===== config.mk =====
export PLATFORM = sky130hd
export DESIGN_NAME = ssp_ctrl
export DESIGN_NICKNAME = d
export VERILOG_FILES = /design/src/ssp_pkg.sv /design/src/ssp_ctrl.sv
export SDC_FILE = /design/constraint.sdc
export NUM_CORES = 1
export LEC_CHECK = 0
export ABC_AREA = 0
export BUFFER_PORTS_ARGS = -buffer_cell sky130_fd_sc_hd__buf_2
export CORE_AREA = 2 2 39 41
export DETAILED_ROUTE_END_ITERATION = 7
export DIE_AREA = 0 0 41 43
export GPL_TIMING_DRIVEN = 0
export HOLD_SLACK_MARGIN = 0.12
export PLACE_DENSITY = 0.41
export SLEW_MARGIN = 20
export SYNTH_ARGS = -nofsm -noshare
export SYNTH_HDL_FRONTEND = slang
export SYNTH_SLANG_ARGS = --single-unit

===== constraint.sdc =====
create_clock -name clk -period 2.8 [get_ports clk]
set_clock_uncertainty 0.1 [all_clocks]
set_input_delay 0.56 -clock clk [delete_from_list [all_inputs] [get_ports clk]]
set_output_delay 0.56 -clock clk [all_outputs]
set_load 0.05 [all_outputs]

===== src/ssp_pkg.sv =====
package ssp_pkg;

	localparam int unsigned MAX_DAYS_DEFAULT = 4096;
	localparam int unsigned PRICE_W          = 32;
	localparam int unsigned SPAN_W           = 13;
	localparam int unsigned IN_TDATA_W       = 32;
	localparam int unsigned OUT_TDATA_W      = 16;

	// commands from the controller to the datapath
	typedef struct packed {
		logic take;
		logic pop;
		logic push;
		logic finish;
		logic emit;
	} ssp_cmd_t;

	// status from the datapath to the controller
	typedef struct packed {
		logic full;
		logic top_lt;
		logic out_free;
	} ssp_sts_t;

endpackage


===== src/ssp_ctrl.sv =====
module ssp_ctrl import ssp_pkg::*; (
	input  logic     clk,
	input  logic     arst_n,
	input  logic     s_tvalid,
	output logic     s_tready,
	input  ssp_sts_t sts,
	output ssp_cmd_t cmd
);

	localparam logic [1:0] S_IDLE = 2'd0;
	localparam logic [1:0] S_CMP  = 2'd1;
	localparam logic [1:0] S_DONE = 2'd2;

	logic [1:0] state_q;
	logic [1:0] state_d;

	always_ff @(posedge clk or negedge arst_n) begin
		if (!arst_n) begin
			state_q <= S_IDLE;
		end else begin
			state_q <= state_d;
		end
	end

	always_comb begin
		state_d  = state_q;
		cmd      = '0;
		s_tready = 1'b0;
		case (state_q)
			S_IDLE: begin
				s_tready = 1'b1;
				if (s_tvalid) begin
					cmd.take = 1'b1;
					state_d  = sts.full ? S_DONE : S_CMP;
				end
			end
			S_CMP: begin
				if (sts.top_lt) begin
					cmd.pop = 1'b1;
				end else begin
					cmd.push   = 1'b1;
					cmd.finish = 1'b1;
					if (sts.out_free) begin
						cmd.emit = 1'b1;
						state_d  = S_IDLE;
					end else begin
						state_d = S_DONE;
					end
				end
			end
			S_DONE: begin
				// finish repeats harmlessly after a push: clearing is idempotent
				if (sts.out_free) begin
					cmd.emit   = 1'b1;
					cmd.finish = 1'b1;
					state_d    = S_IDLE;
				end
			end
			default: begin
				state_d = S_IDLE;
			end
		endcase
	end

endmodule


Yosys cells after proc, flatten, opt, wreduce, memory -nomap -nowiden

Cells that the tools add are included.

Bits in registers: 2
Bits of input ports: 6
Output and inout port bits: 6
Word-level logic and storage cells: 23

Equality and inequality tests: 5
Muxes and demuxes: 15
Reduce and logical (&&, ||, !) cells: 2

Operator list:

| cell                                                | number |
|---|---|
| 2-to-1 mux 2 bit                                    | 7 |
| != test 2 bit, second input constant                | 3 |
| case mux 2 bit (3 select lines)                     | 1 |
| 2-to-1 mux 1 bit                                    | 5 |
| case mux 2 bit (2 select lines)                     | 1 |
| 2-to-1 mux 3 bit                                    | 1 |
| AND reduction 3 bit                                 | 1 |
| equality test 2 x 1 -> 1 bit, second input constant | 1 |
| equality test 2 bit, second input constant          | 1 |
| logical NOT 2 bit                                   | 1 |

Logic depth before layout (Yosys ltp)

Word-level depth: 3
Mapped depth: 5
Mapped depth without buffers: 5

Worst setup path before layout

Ideal clock, no wire load.

Path type: flip-flop to output port
From: register state_q[1]
To: output port cmd[1] (netlist bit)
Arrival time: 1.721 ns
Setup slack: 0.419 ns
Stages on the path, launching flop included: 6
Path through: dfrtp_1 > inv_1 > ha_1 > and2b_2 > a21oi_1 > nor2b_1

RTL lines:

| item                   | line           | source |
|---|---|---|
| from (decl)            | ssp_ctrl.sv:14 | `logic [1:0] state_q;` |
| from (signal assigned) | ssp_ctrl.sv:21 | `state_q <= state_d;` |
| to (decl)              | ssp_ctrl.sv:7  | `output ssp_cmd_t cmd` |

==> results summary <==
The run finished with clean final reports. The count of unresolved DRC violations after routing came out at 0. The netlist area before placement is 236 um2. The TritonCTS sink count is 2. The HPWL after detailed placement came out at 389 um. Internal power comes to 0.177 mW. The maximum count of clock buffers along a single path is 2. The sequential area share after synthesis came out at 21.2%. The placed instances occupy a cell area of around 310 um2. The number of cells upsized or downsized after cts came out at 0. The arrival time of data at the critical path endpoint came out at 1460 ps. The net count reported at finish came out at 55. The clock latency at the later pin of the worst-skew pair came out at 220 ps. The number of violations reported at the end of detailed-routing iteration 0 came out at 0.

The critical path in this run is classified as reg2out. Across all layers, the routed design uses 224 vias. TritonCTS built the clock tree. The share of total power in the clock network is 16.8%. The path class of the tightest hold or removal check is in2reg. The warning count from the yosys run came out at 0. In the final layout, the registers with the most flip-flops are state_q: 2 flops. STA classifies the critical path endpoint as an output pin. The power per cell area is 1090 mW/mm2. The count of mapped cells out of synthesis came out at 27. The register share of total power is 13.2%.

The post-CTS repair timing setup buffer count is 0. For this design, the slowest cell found on the critical path is sky130_fd_sc_hd__dfrtp_1. A synthesized cell averages between 8 and 9 um2. In this run the remaining antenna-violating nets after routing total 0. The relative contribution of combinational cells to total power is 70.1%.

The post-route clock period utilization came out at 75.6%. After clock tree synthesis, the flow added hold-fix buffers numbering 1. The netlist uses 15 different library cells.

The minimum setup slack after placement is 864 ps. Ranked by flip-flop count, first place goes to state_q. The required time of the critical path came out at 2140 ps. Setup total negative slack on the finished layout was measured at 0 ps.

The antenna cell count came out at 0. The number of buffers inserted by port buffering is 11. TritonCTS created 3 clock buffers. The portion of synthesized cell area occupied by the leading cell type came out at approximately a quarter.

The remaining global-route overflow came out at 0. The average wire length per cell after detail routing is roughly 8 um. After clock tree synthesis, the clock-pin slew on the worst setup and hold paths is 30 ps. The number of placed instances, taps included, is 54. The horizontal extent of the die is 41 um. The total routing usage reported by global routing came out at 6.72%.

The tree is rooted in a sky130_fd_sc_hd__clkbuf_4. The total nets after synthesis is 38. In this run the number of H-tree levels came out at 1. The number of vias per cell after detailed routing came out at ~3.9. Setup repair after global routing left no endpoint under its margin. The synthesized design spends more area on one cell type than any other, namely sky130_fd_sc_hd__ha_1. Across the run, the number of max-cap violations was 0. The transition time at the pin with the least slew margin is around 250 ps. In the final layout, the share of cells above drive strength 1 is 40.5%. The power dissipated by switching net loads is 0.199 mW. The number of standard-cell rows in the floorplan is 14. The switching power as a share of total power came out at 53.0%. The upper clock frequency limit is 472 MHz.

Entering global routing, the biggest net connects 6 pins. The height of the chip is 43 um. The peak supply drop came out at 370 uV. The number of antenna violations at the first check in global routing is 0.

The overall power after layout is 0.375 mW. The floorplan core area came out at around 0.0014 mm2. The number of synthesized register bits came out at 2. The area enclosed by the die boundary came out at 0.00176 mm2.

The count of pins over their slew limit came out at 0. For this configuration, the core starts out at a cell density of between 10% and 20%. The remaining max-slew budget at the tightest pin came out at 83.5%. The global-route wire length before repair is 759 um.

The minimum clock period after layout is 2120 ps. Yosys attributes the largest share of cell area to sky130_fd_sc_hd__ha_1 26%, sky130_fd_sc_hd__dfrtp_1 21%, sky130_fd_sc_hd__mux2i_1 8.5%, sky130_fd_sc_hd__inv_1 7.9%, sky130_fd_sc_hd__and2_1 5.3%. The worst setup path is launched from a register. For this run, the detailed router's first-pass iteration total came to 1. The final cell area excluding filler cells came out at 344 um2. The synthesis-to-finish area growth is 45.5%. Setup violations remaining at the end of the flow were counted as 0. The number of top-level pins came out at 12. The delay of the slowest cell on the worst path is about 370 ps.

The least setup slack across all paths after layout came out at 682 ps. The final weighted congestion of routability-driven global placement is ~0.6. The flip-flop count of the largest register, all copies and words added came out at 2. Summed over all cells, the static leakage comes to 0.197 nW.

The final count of hold timing violations came out at 0. Of all nets on the critical path, the largest fanout is 5. The number of standard cells in the final layout excluding fillers came out at 58. The signal on the critical path passes through inv_1 > ha_1 > and2b_2 > a21oi_1 > nor2b_1 > buf_2.

The aggregate routed wire length came out at 466 um. The via count of the first global-routing pass is ~220.
## final timing paths
path,start,to,slack [ps],depth (start not counted)
worst max-delay path,state_q[1],cmd[1],680,6
worst min-delay path,sts[2],state_q[0],530,3
worst max register to register,state_q[1],state_q[0],1320,5
worst min register to register,state_q[1],state_q[1],540,2
max in group asynchronous,arst_n,state_q[0],1960,2
min in group asynchronous,arst_n,state_q[1],550,2
## cells in the final DEF (no fill, tap or decap)
master / n
sky130_fd_sc_hd__and2_4: 1
sky130_fd_sc_hd__dfrtp_1: 2
sky130_fd_sc_hd__nand2_1: 1
sky130_fd_sc_hd__and2b_1: 1
sky130_fd_sc_hd__nor2b_1: 1
sky130_fd_sc_hd__a221o_2: 1
sky130_fd_sc_hd__mux2i_1: 2
sky130_fd_sc_hd__and2_1: 2
sky130_fd_sc_hd__nand2b_1: 1
sky130_fd_sc_hd__nor2_1: 1
sky130_fd_sc_hd__dlygate4sd3_1: 1
sky130_fd_sc_hd__o22ai_1: 1
sky130_fd_sc_hd__and2b_2: 1
sky130_fd_sc_hd__clkbuf_4: 3
sky130_fd_sc_hd__inv_1: 5
sky130_fd_sc_hd__buf_2: 11
sky130_fd_sc_hd__a21oi_1: 2
sky130_fd_sc_hd__ha_1: 5
## power groups by stage
stage	Sequential, mW	Combinational, mW	Clock, mW
after floorplan	0.0476	0.216	0
after global placement	0.0489	0.271	0
after detailed placement	0.0501	0.266	0
after CTS	0.0497	0.268	0.0681
after global routing	0.0507	0.292	0.0702
final	0.0494	0.263	0.0629
## stage by stage
stage / hold WS [ps] / util (%)
floorplan: 164 / -
global placement: 246 / 22.5
detailed placement: 247 / 22.5
CTS: 527 / 24.9
global route: 543 / 24.9
finish: 530 / 24.9
## synth_stat cells (all sizes together)
cell and number:
mux2i 2, nor2 1, nor2b 1, and2 3
inv 5, dfrtp 2, nand2b 1, nand2 1
ha 5, a221o 1, o22ai 1, and2b 2
a21oi 2
## cell type report
class	instances	area [um2]
clock buffer	3	22.5
tap	16	20.0
multi-input combinational	20	168
sequential	2	50.0
timing repair buffer	12	65.1
inverter	5	18.8
fill	160	1040
## cell families after synthesis
group | Yosys count | synth area share [%]
AND/OR/NAND/NOR | 9 | 24.3
buffers and inverters | 5 | 7.94
adder cells (fa/ha/maj) | 5 | 26.5
AO/OA/AOI/OAI | 4 | 11.6
multiplexers | 2 | 8.47
flip-flops | 2 | 21.2
## critical path: cells and delay by family, from the launching register on
family	cells	cell delay [ps]
AOI/OAI and AO/OA	1	40
and+or+nand+nor	2	250
buffers and inverters	2	390
adders and majority gates	1	190
DFF	1	370
## per-layer routing
| layer | share of wire (%) | GRT usage [%] | routed length [um] | vias to the layer above |
|---|---|---|---|---|
| met5 | 0 | 0 | 0 | - |
| met4 | 0 | 6.00 | 0 | 0 |
| met3 | 7.9 | 3.14 | 37 | 0 |
| met2 | 50 | 9.69 | 232 | 7 |
| met1 | 42 | 6.73 | 196 | 100 |
| li1 | - | - | - | 117 |
Note: power is estimated with default switching activity, not from simulation.
